--- src/design/wsfp_pkg.sv ---
// ----------------------------------------------------------------------------
// wsfp_pkg
// Shared types and constants of the WebSocket receive frame parser.
// ----------------------------------------------------------------------------
package wsfp_pkg;

  localparam int unsigned MaxPayloadW = 63;
  localparam int unsigned LenW        = 64;
  localparam int unsigned CfgIdxW     = 1;
  localparam int unsigned CfgDataW    = MaxPayloadW;

  localparam logic [MaxPayloadW-1:0] MaxPayloadRst = MaxPayloadW'(16777216);

  // Configuration register indexes
  typedef enum logic [CfgIdxW-1:0] {
    CfgMaxPayload = 1'b0,
    CfgExtActive  = 1'b1
  } wsfp_cfg_idx_e;

  // Result kinds
  typedef enum logic [1:0] {
    KindHeader  = 2'd0,
    KindPayload = 2'd1,
    KindError   = 2'd2,
    KindIgnored = 2'd3
  } wsfp_kind_e;

  // Result status codes
  typedef enum logic [1:0] {
    StNone     = 2'd0,
    StProto    = 2'd1,
    StUnmasked = 2'd2,
    StLarge    = 2'd3
  } wsfp_status_e;

  // Parser phases, one-hot
  typedef enum logic [4:0] {
    PhHdr0    = 5'b00001,
    PhHdr1    = 5'b00010,
    PhExtLen  = 5'b00100,
    PhMask    = 5'b01000,
    PhPayload = 5'b10000
  } wsfp_phase_e;

  // Frame opcodes; all but OpText are referenced by the checks
  localparam logic [3:0] OpCont    = 4'h0;
  localparam logic [3:0] OpText    = 4'h1;
  localparam logic [3:0] OpBinary  = 4'h2;
  localparam logic [3:0] OpCtlBase = 4'h8;
  localparam logic [3:0] OpPong    = 4'hA;

  // Length codes in the second header byte
  localparam logic [6:0] Len7Ext16 = 7'd126;
  localparam logic [6:0] Len7Ext64 = 7'd127;

  // Extended length byte counts
  localparam logic [3:0] ExtBytes16 = 4'd2;
  localparam logic [3:0] ExtBytes64 = 4'd8;

  // Live configuration
  typedef struct packed {
    logic [MaxPayloadW-1:0] len_limit;
    logic                   extensions_active;
  } wsfp_cfg_t;

  // One result beat
  typedef struct packed {
    wsfp_kind_e             kind;
    logic [7:0]             data_out;
    logic [3:0]             opcode;
    logic                   fin;
    logic                   first_fragment;
    logic                   frame_end;
    wsfp_status_e           status;
    logic [MaxPayloadW-1:0] frame_len;
  } wsfp_result_t;

endpackage

--- src/design/wsfp_parser.sv ---
// ----------------------------------------------------------------------------
// wsfp_parser
// Frame parse state and the single-pass next-state / result logic per byte.
// ----------------------------------------------------------------------------
module wsfp_parser
  import wsfp_pkg::*;
(
  input  logic         clk_i,
  input  logic         rst_ni,
  input  logic         accept_i,
  input  logic [7:0]   byte_i,
  input  wsfp_cfg_t    cfg_i,
  output wsfp_result_t result_o
);

  wsfp_phase_e      phase_q, phase_d;
  logic             in_control_q, in_control_d;
  logic             frag_open_q, frag_open_d;
  logic [3:0]       msg_op_q, msg_op_d;
  logic             frame_fin_q, frame_fin_d;
  logic [3:0]       frame_op_q, frame_op_d;
  logic [3:0]       len_seen_q, len_seen_d;
  logic [LenW-1:0]  len_acc_q, len_acc_d;
  logic             ext64_q, ext64_d;
  logic [1:0]       mask_idx_q, mask_idx_d;
  logic [LenW-1:0]  bytes_rem_q, bytes_rem_d;
  logic             halted_q, halted_d;
  logic [7:0]       key_q [4];
  logic             key_we;

  // Per-byte decode
  always_comb begin
    logic [3:0]   op;
    logic         fin;
    logic         ctl;
    logic         reserved;
    logic         fail;
    logic         len_done;
    logic         frame_end;
    logic [7:0]   data;
    wsfp_kind_e   kind;
    wsfp_status_e status;
    logic [3:0]   ext_total;

    phase_d      = phase_q;
    in_control_d = in_control_q;
    frag_open_d  = frag_open_q;
    msg_op_d     = msg_op_q;
    frame_fin_d  = frame_fin_q;
    frame_op_d   = frame_op_q;
    len_seen_d   = len_seen_q;
    len_acc_d    = len_acc_q;
    ext64_d      = ext64_q;
    mask_idx_d   = mask_idx_q;
    bytes_rem_d  = bytes_rem_q;
    halted_d     = halted_q;
    key_we       = 1'b0;

    op        = byte_i[3:0];
    fin       = byte_i[7];
    ctl       = (op >= OpCtlBase);
    reserved  = ((op > OpBinary) && (op < OpCtlBase)) || (op > OpPong);
    fail      = 1'b0;
    len_done  = 1'b0;
    frame_end = 1'b0;
    data      = 8'd0;
    kind      = KindHeader;
    status    = StNone;
    ext_total = ext64_q ? ExtBytes64 : ExtBytes16;

    unique case (phase_q)
      PhHdr0: begin
        frame_fin_d = fin;
        frame_op_d  = op;
        len_acc_d   = '0;
        len_seen_d  = '0;
        priority if (!cfg_i.extensions_active && (byte_i[6:4] != 3'd0)) begin
          fail = 1'b1; status = StProto;
        end else if (reserved) begin
          fail = 1'b1; status = StProto;
        end else if (ctl && !fin) begin
          fail = 1'b1; status = StProto;
        end else if (!ctl && (op == OpCont) && !frag_open_q) begin
          fail = 1'b1; status = StProto;
        end else if (!ctl && (op != OpCont) && frag_open_q) begin
          fail = 1'b1; status = StProto;
        end else begin
          if (ctl) begin
            in_control_d = 1'b1;
          end else begin
            if (op != OpCont) begin
              msg_op_d = op;
            end
            frag_open_d  = !fin;
            in_control_d = 1'b0;
          end
          phase_d = PhHdr1;
        end
      end
      PhHdr1: begin
        priority if (!byte_i[7]) begin
          fail = 1'b1; status = StUnmasked;
        end else if (byte_i[6:0] < Len7Ext16) begin
          len_acc_d = LenW'(byte_i[6:0]);
          len_done  = 1'b1;
        end else if (in_control_q) begin
          fail = 1'b1; status = StProto;
        end else begin
          ext64_d    = (byte_i[6:0] == Len7Ext64);
          len_seen_d = '0;
          len_acc_d  = '0;
          phase_d    = PhExtLen;
        end
      end
      PhExtLen: begin
        len_acc_d  = {len_acc_q[LenW-9:0], byte_i};
        len_seen_d = len_seen_q + 4'd1;
        len_done   = (len_seen_d >= ext_total);
      end
      PhMask: begin
        key_we = 1'b1;
        if (mask_idx_q == 2'd3) begin
          mask_idx_d = 2'd0;
          if (bytes_rem_q == '0) begin
            phase_d   = PhHdr0;
            frame_end = 1'b1;
          end else begin
            phase_d = PhPayload;
          end
        end else begin
          mask_idx_d = mask_idx_q + 2'd1;
        end
      end
      PhPayload: begin
        kind       = KindPayload;
        data       = byte_i ^ key_q[mask_idx_q];
        mask_idx_d = mask_idx_q + 2'd1;
        if (bytes_rem_q != '0) begin
          bytes_rem_d = bytes_rem_q - LenW'(1);
        end
        frame_end = (bytes_rem_d == '0);
        if (frame_end) begin
          phase_d = PhHdr0;
        end
      end
      default: begin
        phase_d = PhHdr0;
      end
    endcase

    // Length complete: bound check, then go collect the mask key
    if (len_done) begin
      if (len_acc_d > {1'b0, cfg_i.len_limit}) begin
        fail   = 1'b1;
        status = StLarge;
      end else begin
        bytes_rem_d = len_acc_d;
        mask_idx_d  = 2'd0;
        phase_d     = PhMask;
      end
    end

    if (fail) begin
      halted_d  = 1'b1;
      kind      = KindError;
      data      = 8'd0;
      frame_end = 1'b0;
    end

    result_o.kind           = kind;
    result_o.data_out       = data;
    result_o.opcode         = (frame_op_d == OpCont) ? msg_op_d : frame_op_d;
    result_o.fin            = frame_fin_d;
    result_o.first_fragment = (frame_op_d != OpCont);
    result_o.frame_end      = frame_end;
    result_o.status         = status;
    result_o.frame_len      = len_acc_d[MaxPayloadW-1:0];

    // After halt: drop every byte, hold all state
    if (halted_q) begin
      result_o      = '0;
      result_o.kind = KindIgnored;
      phase_d       = phase_q;
      in_control_d  = in_control_q;
      frag_open_d   = frag_open_q;
      msg_op_d      = msg_op_q;
      frame_fin_d   = frame_fin_q;
      frame_op_d    = frame_op_q;
      len_seen_d    = len_seen_q;
      len_acc_d     = len_acc_q;
      ext64_d       = ext64_q;
      mask_idx_d    = mask_idx_q;
      bytes_rem_d   = bytes_rem_q;
      halted_d      = halted_q;
      key_we        = 1'b0;
    end
  end

  // Advance parse state on each accepted beat
  always_ff @(posedge clk_i or negedge rst_ni) begin
    if (!rst_ni) begin
      phase_q      <= PhHdr0;
      in_control_q <= 1'b0;
      frag_open_q  <= 1'b0;
      msg_op_q     <= '0;
      frame_fin_q  <= 1'b0;
      frame_op_q   <= '0;
      len_seen_q   <= '0;
      len_acc_q    <= '0;
      ext64_q      <= 1'b0;
      mask_idx_q   <= '0;
      bytes_rem_q  <= '0;
      halted_q     <= 1'b0;
    end else if (accept_i) begin
      phase_q      <= phase_d;
      in_control_q <= in_control_d;
      frag_open_q  <= frag_open_d;
      msg_op_q     <= msg_op_d;
      frame_fin_q  <= frame_fin_d;
      frame_op_q   <= frame_op_d;
      len_seen_q   <= len_seen_d;
      len_acc_q    <= len_acc_d;
      ext64_q      <= ext64_d;
      mask_idx_q   <= mask_idx_d;
      bytes_rem_q  <= bytes_rem_d;
      halted_q     <= halted_d;
    end
  end

  // Capture mask key bytes
  always_ff @(posedge clk_i) begin
    if (accept_i && key_we) begin
      key_q[mask_idx_q] <= byte_i;
    end
  end

endmodule

--- config.mk ---
export PLATFORM = sky130hd
export DESIGN_NAME = wsfp_parser
export DESIGN_NICKNAME = d
export VERILOG_FILES = /design/src/design/wsfp_pkg.sv /design/src/design/wsfp_parser.sv
export SDC_FILE = /design/constraint.sdc
export NUM_CORES = 1
export LEC_CHECK = 0
export ABC_AREA = 1
export ABC_CLOCK_PERIOD_IN_PS = 4100
export BUFFER_PORTS_ARGS = -buffer_cell sky130_fd_sc_hd__buf_4
export CORE_ASPECT_RATIO = 0.75
export CORE_MARGIN = 2
export CORE_UTILIZATION = 35
export CTS_CLUSTER_DIAMETER = 120
export DETAILED_ROUTE_END_ITERATION = 8
export PLACE_DENSITY_LB_ADDON = 0.3
export SLEW_MARGIN = 20
export SYNTH_ARGS = -nofsm -noshare
export SYNTH_HDL_FRONTEND = slang
export SYNTH_SLANG_ARGS = --single-unit
--- constraint.sdc ---
create_clock -name clk_i -period 4.1 [get_ports clk_i]
set_input_delay 0.615 -clock clk_i [delete_from_list [all_inputs] [get_ports clk_i]]
set_output_delay 0.615 -clock clk_i [all_outputs]
set_load 0.1 [all_outputs]
==> results.yml, run 1 <==
place:
  place_area_um2: 17020
  place_inst: 2929
  gp_congestion: 0.9567
  numPortBuffers: 156
  dp_hpwl_um: 38810
synthesis:
  yosysSeqAreaShare_pct: 33.80
  yosysWarnings: 0
  synth_cell_types: 45
  syn_avg_cell_area_um2: 6.477
  ys_seq_elements: 184
  synth_edf_count: 32
  syn_area_um2: 14100
  synthCells: 2177
  synthArstFlopShare_pct: 82.61
  synth.net_count: 2323
  synthFlopType: "dfrtp_1"
setup_path:
  critPathLaunchType: "register"
  crit_top_cell: "buf_12"
  crit_slowest_cell: "dfrtp_1"
  cp.arrival_ps: 4170
  cp-end-kind: "output port"
  cp_data_required_time_ps: 3480
  worstSetupPathType: "register to output port"
  crit_fanout: 8
  crit_chain: "nor2_4, inv_2, nor4_4, nor2_2, inv_2, nand2_4, a21oi_4, buf_12, buf_12, o22ai_2, ha_1, a21oi_2, o21ai_0, nand2_1, o211ai_1, a21oi_1, buf_4, o21ai_4, nand3_2, nand3_4, nand3_2, nand4_1, a21oi_4, buf_12"
  critPathMaxStageDelay_ps: 440
cts:
  path_clk_slew_ps: 80
  cts_root_buf: "clkbuf_16"
  cts_buffers: 17
  cts.sinks: 184
  htreeDepth: 4
  cts_tree: "done"
  cts_hold_buf: 0
  worstSkewPairLatency_ps: 470
  cts.path.max_buffers: 2
routing:
  wire_per_inst_um: 17.52
  ant_nets: 0
  drtIter0Drc: 1563
  drc: 0
  vias: 15550
  drtPass1Iterations: 5
  drt-total-wl_um: 52780
  via_per_inst: 5.163
sta:
  slew_headroom_pct: 30.03
  tightest_slew_ps: 1046
  finalSetupViolations: 73
  fin_crit_ps: 4783
  fmaxAchievable_mhz: 209.1
  fin_setup_tns_ps: -39340
  finalCritPeriodShare_pct: 116.7
  skew_ps: 13.68
  finalHoldViolations: 0
  rsz0062_at_grt: "yes"
  fin_hold_ws_ps: 183.4
  finalWorstSetupSlack_ps: -683.4
  slew_violations: 0
finish:
  mostFrequentLayoutCell: "nand2_1"
  utilization_pct: 48.37
  antennaDiodeCount: 0
  layout-drive-gt1-share_pct: 23.03
  final_nets: 2625
  fin_area_um2: 19180
  final_cell_mix: "nand2_1, buf_4, inv_1"
  syn2layout_area_growth_pct: 36.02
  instances_no_fill: 3012
die:
  design.core.area_um2: 39650
  start_util_pct: 35.56
  rows: 63
  io_pins: 157
  die_w_um: 235.8
  die_h_um: 177.8
  dieArea_um2: 41920
global_route:
  grtUsageTotal_pct: 24.87
  grt_pass1_vias: 14350
  antenna_found_initial: 0
  grt_pass1_wl_um: 80920
  grt_overflow: 0
  grt_max_degree: 100
pwr:
  leakagePower_nw: 9.887
  pwr_density_cell_nw_per_um2: 805.7
  vdd_drop_max_v: 0.0007149
min_path:
  hold_path_class: "primary input to asynchronous set/reset pin"
run_status:
  status: "finished, violations left"
  violations: "setup timing"
job:
  cap_violations: 0
flip-flops by register name, summed over array words and instances (netlist names), 2 cells and up:
| signal | cells |
|---|---|
| mask_idx_q | 2 |
| len_acc_q | 64 |
| frame_op_q | 4 |
| len_seen_q | 4 |
| key_q | 32 |
| phase_q | 5 |
| bytes_rem_q | 64 |
| msg_op_q | 4 |
worst max-delay path: cells and delay by family, from the launching register on:
kind                       cells  cell delay (ps)
DFF                            1              440
buffers and inverters          6              820
adders and majority gates      1              340
AOI/OAI and AO/OA              8             1080
and+or+nand+nor                9             1020
layer usage:
layer  vias to the layer above  global-route usage (%)  share of wire (%)
met3                        50                   5.102                8.5
met5                         -                       0                  0
met4                         0                   4.777                1.3
met1                      7327                   36.55                 47
met2                       614                   37.68                 43
li1                       7559                       -                  -
kinds of logic (layout without fill, tap and decap cells):
| group | after synthesis | after routing | synth area share, % |
|---|---|---|---|
| DFF | 184 | 184 | 33.80 |
| adders and majority gates | 71 | 71 | 6.300 |
| muxes | 2 | 2 | 0.1420 |
| xor gates and xnor gates | 31 | 31 | 1.926 |
| buffers and inverters | 367 | 682 | 10.34 |
| AOI/OAI and AO/OA | 319 | 319 | 12.45 |
| and+or+nand+nor | 1203 | 1203 | 35.04 |
where the power goes:
group / internal, mW / leakage, nW / switching [mW]
clock network: 0.848 / 0.302 / 0.927
registers: 2.47 / 2.32 / 0.634
logic: 3.44 / 7.27 / 7.13
cells in the mapped netlist (18+ instances only):
| cell type | number | share of area (%) |
|---|---|---|
| inv_1 | 275 | 7.3 |
| ha_1 | 71 | 6.3 |
| nand3b_1 | 19 | 1.0 |
| a21oi_1 | 50 | 1.8 |
| nand2_1 | 734 | 20 |
| nor2_1 | 277 | 7.4 |
| xor2_1 | 18 | 1.1 |
| o22ai_1 | 68 | 3.0 |
| clkbuf_1 | 55 | 1.5 |
| edfxtp_1 | 32 | 6.8 |
| nand3_1 | 118 | 4.2 |
| dfrtp_1 | 151 | 27 |
| o21ai_0 | 162 | 5.8 |
area by class of cell:
class	instances	area, um^2
well taps	520	650.6
flip-flops and latches	184	4767
fillers	3928	20470
clock inverters	15	215.2
inverters	279	1047
multi-input cells	1626	8768
clock buffers	17	425.4
repair buffers	371	3304
path summary, 6_finish.rpt:
kind                                    startpoint                     endpoint  slack, ps  depth (start not counted)
min in group clk_i                        accept_i         halted_q$_DFFE_PN0P_        400                          3
hold reg to reg            msg_op_q[0]$_DFFE_PN0P_      msg_op_q[0]$_DFFE_PN0P_        490                          2
setup reg to reg            phase_q[3]$_DFFE_PN0P_  bytes_rem_q[14]$_DFFE_PN0P_       -650                         34
setup / recovery            phase_q[3]$_DFFE_PN0P_                 result_o[65]       -680                         24
max in group asynchronous                   rst_ni      frag_open_q$_DFFE_PN0P_       2970                          2
hold / removal                              rst_ni  bytes_rem_q[41]$_DFFE_PN0P_        180                          1
stage by stage:
stage          total power [mW]  setup WS (ps)
2_1_floorplan             9.543         -73.65
3_3_place_gp              12.40         -533.6
3_5_place_dp              12.49         -659.7
4_1_cts                   14.95         -640.6
5_1_grt                   16.46         -846.1
6_report                  15.45         -683.4
repair_timing:
action                                  in CTS  in global routing
pin swaps                                   23                 35
endpoints found under the setup margin      38                 73
gates resized for setup                    116                 98
buffers inserted                            39                  5
cloned                                       9                  1
(Power assumes the default switching activity.)
==> inputs of run 2 (changes only) <==
SETUP_SLACK_MARGIN = 0.2   (was unset)
==> run 2 against run 1 <==
Effect of this change: the flow still finishes with violations (setup timing); non-clock buffer count down 9; via count up 1.1%; register-to-register slack better by 610 ps; die area unchanged; final area down 1.0%; sequential power about the same; global-route usage up 0.64 points; power up 0.26%; critical path depth down 1.
==> results.yml, run 2 (synthesized netlist as in run 1, its figures left out) <==
sta:
  rsz0062_at_grt: "yes"
  skew_ps: 10.66
  finalSetupViolations: 20
  finalWorstSetupSlack_ps: -765.4
  slew_violations: 0
  tightest_slew_ps: 1126
  finalHoldViolations: 0
  fin_crit_ps: 4865
  slew_headroom_pct: 24.64
  fmaxAchievable_mhz: 205.5
  fin_setup_tns_ps: -3208
  finalCritPeriodShare_pct: 118.7
cts:
  cts_root_buf: "clkbuf_16"
  cts.sinks: 184
  cts_hold_buf: 0
  path_clk_slew_ps: 90
  cts.path.max_buffers: 2
  cts_buffers: 17
  cts_tree: "done"
  htreeDepth: 4
  worstSkewPairLatency_ps: 470
setup_path:
  cp_data_required_time_ps: 3480
  cp.arrival_ps: 4250
  worstSetupPathType: "register to output port"
  cp-end-kind: "output port"
  critPathLaunchType: "register"
  crit_fanout: 5
finish:
  layout-drive-gt1-share_pct: 22.07
  final_nets: 2616
  top_regs: "bytes_rem_q (64), len_acc_q (64), key_q (32)"
  antennaDiodeCount: 0
  syn2layout_area_growth_pct: 34.63
  mostFrequentLayoutCell: "nand2_1"
  fin_area_um2: 18980
  final_cell_mix: "nand2_1, buf_4, inv_1, nor2_1, o21ai_0"
global_route:
  grt_overflow: 0
  grt_pass1_wl_um: 82500
  grtUsageTotal_pct: 25.51
  grt_max_degree: 143
  antenna_found_initial: 0
  grt_pass1_vias: 14400
die:
  dieArea_um2: 41920
  io_pins: 157
  start_util_pct: 35.56
  rows: 63
  die_w_um: 235.8
  die_h_um: 177.8
  design.core.area_um2: 39650
place:
  place_area_um2: 17110
  gp_congestion: 0.9978
  numPortBuffers: 156
  dp_hpwl_um: 40410
routing:
  via_per_inst: 5.236
  wire_per_inst_um: 18.43
  ant_nets: 0
  drtIter0Drc: 1579
  drtPass1Iterations: 6
  drc: 0
  drt-total-wl_um: 55360
  vias: 15720
pwr:
  p_int_mw: 6.719
  switching_share_pct: 56.63
  leakagePower_nw: 9.855
  clkPwrFrac_pct: 11.8
  vdd_drop_max_v: 0.0005164
  finalPower_mw: 15.49
  pwr_density_cell_nw_per_um2: 816.1
  seqPwrFrac_pct: 20.0
  p_comb_share_pct: 68.2
  p_sw_mw: 8.773
min_path:
  hold_path_class: "primary input to asynchronous set/reset pin"
run_status:
  status: "finished, violations left"
  violations: "setup timing"
job:
  cap_violations: 0
==> run 2: repair_timing <==
action | 4_1_cts | 5_1_grt
gates cloned | 2 | 12
pin swaps | 2 | 27
hold endpoints to repair | 0 | 0
gates resized for setup | 25 | 127
endpoints found under the setup margin | 71 | 74
setup buffers | 1 | 24
==> run 2: metal layers <==
layer | global-route usage, % | wire length [um] | vias up
met3 | 3.329 | 4636 | 55
met5 | 0 | 0 | -
li1 | - | - | 7524
met4 | 4.751 | 807 | 0
met2 | 38.19 | 23420 | 663
met1 | 39.10 | 26490 | 7481
==> run 2: power groups by stage <==
stage	sequential [mW]	clock [mW]	combinational, mW
6_report	3.09	1.83	10.6
2_1_floorplan	2.87	0	6.71
3_5_place_dp	3.10	0	9.57
3_3_place_gp	3.08	0	9.49
4_1_cts	3.07	1.84	9.68
5_1_grt	3.17	1.91	11.4
==> run 2: area by class of cell <==
cell class	count	area [um^2]
fill	3917	20670
multi-input combinational	1626	8603
sequential	184	4770
timing repair buffer	362	3268
inverter	279	1047
tap	520	650.6
clock buffer	17	425.4
clock inverter	15	219.0
==> run 2: stage by stage <==
stage                     std cells  hold slack, ps  setup slack, ps  util (%)
after floorplan                2177           319.4           -6.376         -
after global placement         2932           465.5           -378.0     43.15
after detailed placement       2932           469.9           -439.9     43.15
after CTS                      2967           184.1           -680.5     45.16
after global routing           3003           208.1           -888.2     47.88
final                          3003           157.2           -765.4     47.88
==> run 2: worst max-delay path, stage by stage (launching register included) <==
cell and delay [ps]:
dfrtp_1 440, nor2_4 140, inv_2 60, nor4_4 240, nor2_2 70, inv_2 70, nand2_2 70, a21oi_4 230
buf_12 150, clkbuf_16 130, o22ai_1 90, ha_1 320, nand3_2 100, nor3_4 150, buf_4 140, nand4_1 90
buf_4 160, nor2_4 240, nand3_2 150, nand3_4 110, nand3_4 100, buf_6 150, a21oi_4 160, buf_12 190
==> run 2: final timing paths <==
path	startpoint	slack (ps)	depth (start not counted)	endpoint
worst max-delay path	phase_q[3]$_DFFE_PN0P_	-770	23	result_o[63]
max in group asynchronous	rst_ni	3050	2	len_acc_q[16]$_DFFE_PN0P_
worst max register to register	phase_q[3]$_DFFE_PN0P_	-40	28	bytes_rem_q[34]$_DFFE_PN0P_
min in group clk_i	accept_i	400	3	halted_q$_DFFE_PN0P_
worst min-delay path	rst_ni	160	1	bytes_rem_q[28]$_DFFE_PN0P_
worst min register to register	frame_op_q[3]$_DFFE_PN0P_	490	2	frame_op_q[3]$_DFFE_PN0P_
==> inputs of run 3 (changes only) <==
CORE_UTILIZATION = 25   (was 35)
GPL_ROUTABILITY_DRIVEN = 0   (was unset)
==> run 3 against run 2 <==
Effect of this change: the flow still finishes with violations (setup timing); power up 2.2%; non-clock buffer count is 4 higher; die area grew 39%; core utilization is 13 points lower; worst setup slack improved by 3.2 ps; clock power fell by 4%; flip-flop and latch count unchanged; clock skew up 5.7 ps; worst hold slack lost 110 ps; critical path depth is 1 lower; routed wire length increased by 2.3%; clock-buffer cell count stayed put; critical endpoint is now result_o[65]; highest routed layer unchanged.
==> results.yml, run 3 (synthesized netlist as in run 1, its figures left out) <==
global_route:
  grt_max_degree: 144
  antenna_found_initial: 2
  grt_pass1_wl_um: 85580
  grtUsageTotal_pct: 18.82
  grt_overflow: 0
  grt_pass1_vias: 14960
sta:
  finalSetupViolations: 48
  fmaxAchievable_mhz: 205.7
  tightest_slew_ps: 1132
  slew_headroom_pct: 24.26
  skew_ps: 16.40
  finalHoldViolations: 0
  finalCritPeriodShare_pct: 118.6
  fin_crit_ps: 4862
  rsz0062_at_grt: "yes"
  finalWorstSetupSlack_ps: -762.3
  slew_violations: 0
routing:
  drtIter0Drc: 1389
  vias: 15650
  drt-total-wl_um: 56660
  drtPass1Iterations: 5
  wire_per_inst_um: 17.60
  via_per_inst: 4.861
  drc: 0
  ant_nets: 0
setup_path:
  critPathLaunchType: "register"
  worstSetupPathType: "register to output port"
  r2r-start: "phase_q[1]$_DFFE_PN0P_"
  cp.arrival_ps: 4250
  cp-end-kind: "output port"
  crit_slowest_cell: "dfrtp_1"
  critPathMaxStageDelay_ps: 430
  crit_top_cell: "buf_12"
  cp_data_required_time_ps: 3480
  rr_endpoint: "bytes_rem_q[28]$_DFFE_PN0P_"
  crit_family: "simple AND/OR/NAND/NOR gates"
  crit_fanout: 5
  rr_worst_depth: 27
  path_buf_inv: 8
  rrSetupSlack_ps: -80
  startpoint: "phase_q[1]$_DFFE_PN0P_"
  crit_chain: "buf_6, nor4_4, nor2_4, inv_2, nand2_4, a21oi_4, buf_12, buf_12, buf_16, o22ai_4, ha_1, nand4_1, buf_4, nor3_4, nand2_2, nor2_4, nand3_4, nand3_4, nand4_1, buf_6, a21oi_4, buf_12"
place:
  dp_hpwl_um: 39700
  pre_cts_ws_ps: -435.1
  numPortBuffers: 156
die:
  die_w_um: 278.2
  io_pins: 157
  rows: 75
  start_util_pct: 25.25
  design.core.area_um2: 55830
  dieArea_um2: 58330
  die_h_um: 209.7
pwr:
  clkPwrFrac_pct: 11.0
  switching_share_pct: 56.09
  p_int_mw: 6.953
  p_comb_share_pct: 69.3
  pwr_density_cell_nw_per_um2: 802.2
  leakagePower_nw: 9.968
  seqPwrFrac_pct: 19.6
  p_sw_mw: 8.881
  vdd_drop_max_v: 0.0005872
run_status:
  status: "finished, violations left"
  violations: "setup timing"
finish:
  mostFrequentLayoutCell: "nand2_1"
  syn2layout_area_growth_pct: 39.99
  utilization_pct: 35.35
  final-seq-area_um2: 4768
  fill_cells: 5852
  final_cell_mix: "nand2_1, buf_4, inv_1"
  multi_input_area_um2: 8959
  top_regs: "bytes_rem_q (64), len_acc_q (64), key_q (32)"
  antennaDiodeCount: 0
  final_nets: 2621
  layout-drive-gt1-share_pct: 24.24
cts:
  cts.path.max_buffers: 2
  cts_root_buf: "clkbuf_16"
  path_clk_slew_ps: 90
  worstSkewPairLatency_ps: 470
  cts_buffers: 17
  cts_hold_buf: 0
  cts.sinks: 184
  cts_tree: "done"
  htreeDepth: 4
min_path:
  hold_path_class: "primary input to asynchronous set/reset pin"
job:
  cap_violations: 0
[run 3: how the worst max path moves through the flow]
stage                    to  slack (ps)  depth (start not counted)
5_1_grt        result_o[65]        -920                         22
3_3_place_gp   result_o[81]        -370                         22
6_report       result_o[65]        -760                         22
3_5_place_dp   result_o[65]        -440                         22
4_1_cts        result_o[65]        -700                         25
2_1_floorplan  result_o[65]          -6                         22
[run 3: what timing repair did]
action                                  4_1_cts  5_1_grt
hold endpoints to repair                      0        0
endpoints found under the setup margin       71       74
pin swaps                                    30       49
buffers inserted                             25       13
cloned                                       15        6
gates resized for setup                     144       99
[run 3: metrics by stage]
stage / hold slack, ps / cell area (um^2) / setup TNS [ps] / power (mW) / instances
after floorplan: 319.4 / 14320 / -6.376 / 9.572 / 2177
after global placement: 462.4 / 17230 / -11850 / 12.49 / 3128
after detailed placement: 468.4 / 17230 / -13590 / 12.58 / 3128
after CTS: 37.83 / 18960 / -2677 / 15.22 / 3200
after global routing: 53.33 / 19740 / -15330 / 16.86 / 3219
final: 49.12 / 19740 / -4858 / 15.83 / 3219
[run 3: layer usage]
layer	wire (um)	vias up	global-route usage (%)	part of all wire [%]
li1	-	7541	-	-
met1	26840	7402	27.97	47
met2	23170	628	26.65	41
met3	5392	77	4.765	9.5
met4	1260	0	5.163	2.2
met5	0	-	0	0
[run 3: area by class of cell]
class / count / share of cell area, %
Multi-Input combinational cell: 1627 / 45.39
Sequential cell: 184 / 24.16
Timing Repair Buffer: 366 / 17.44
Inverter: 279 / 5.306
Tap cell: 731 / 4.634
Clock buffer: 17 / 2.155
Clock inverter: 15 / 0.9192
[run 3: worst reg2reg max path, delay by kind of cell, from the launching register on]
kind / cells / cell delay, ps
compound gates: 2 / 210
fa+ha+maj: 1 / 300
buf+inv: 11 / 1570
simple gates: 13 / 1610
flops: 1 / 430
[run 3: power by group through the flow]
stage	clock [mW]	sequential (mW)	combinational [mW]
after floorplan	0	2.87	6.71
after global routing	1.85	3.19	11.8
after detailed placement	0	3.11	9.47
after global placement	0	3.10	9.39
final	1.75	3.11	11.0
after CTS	1.78	3.09	10.4
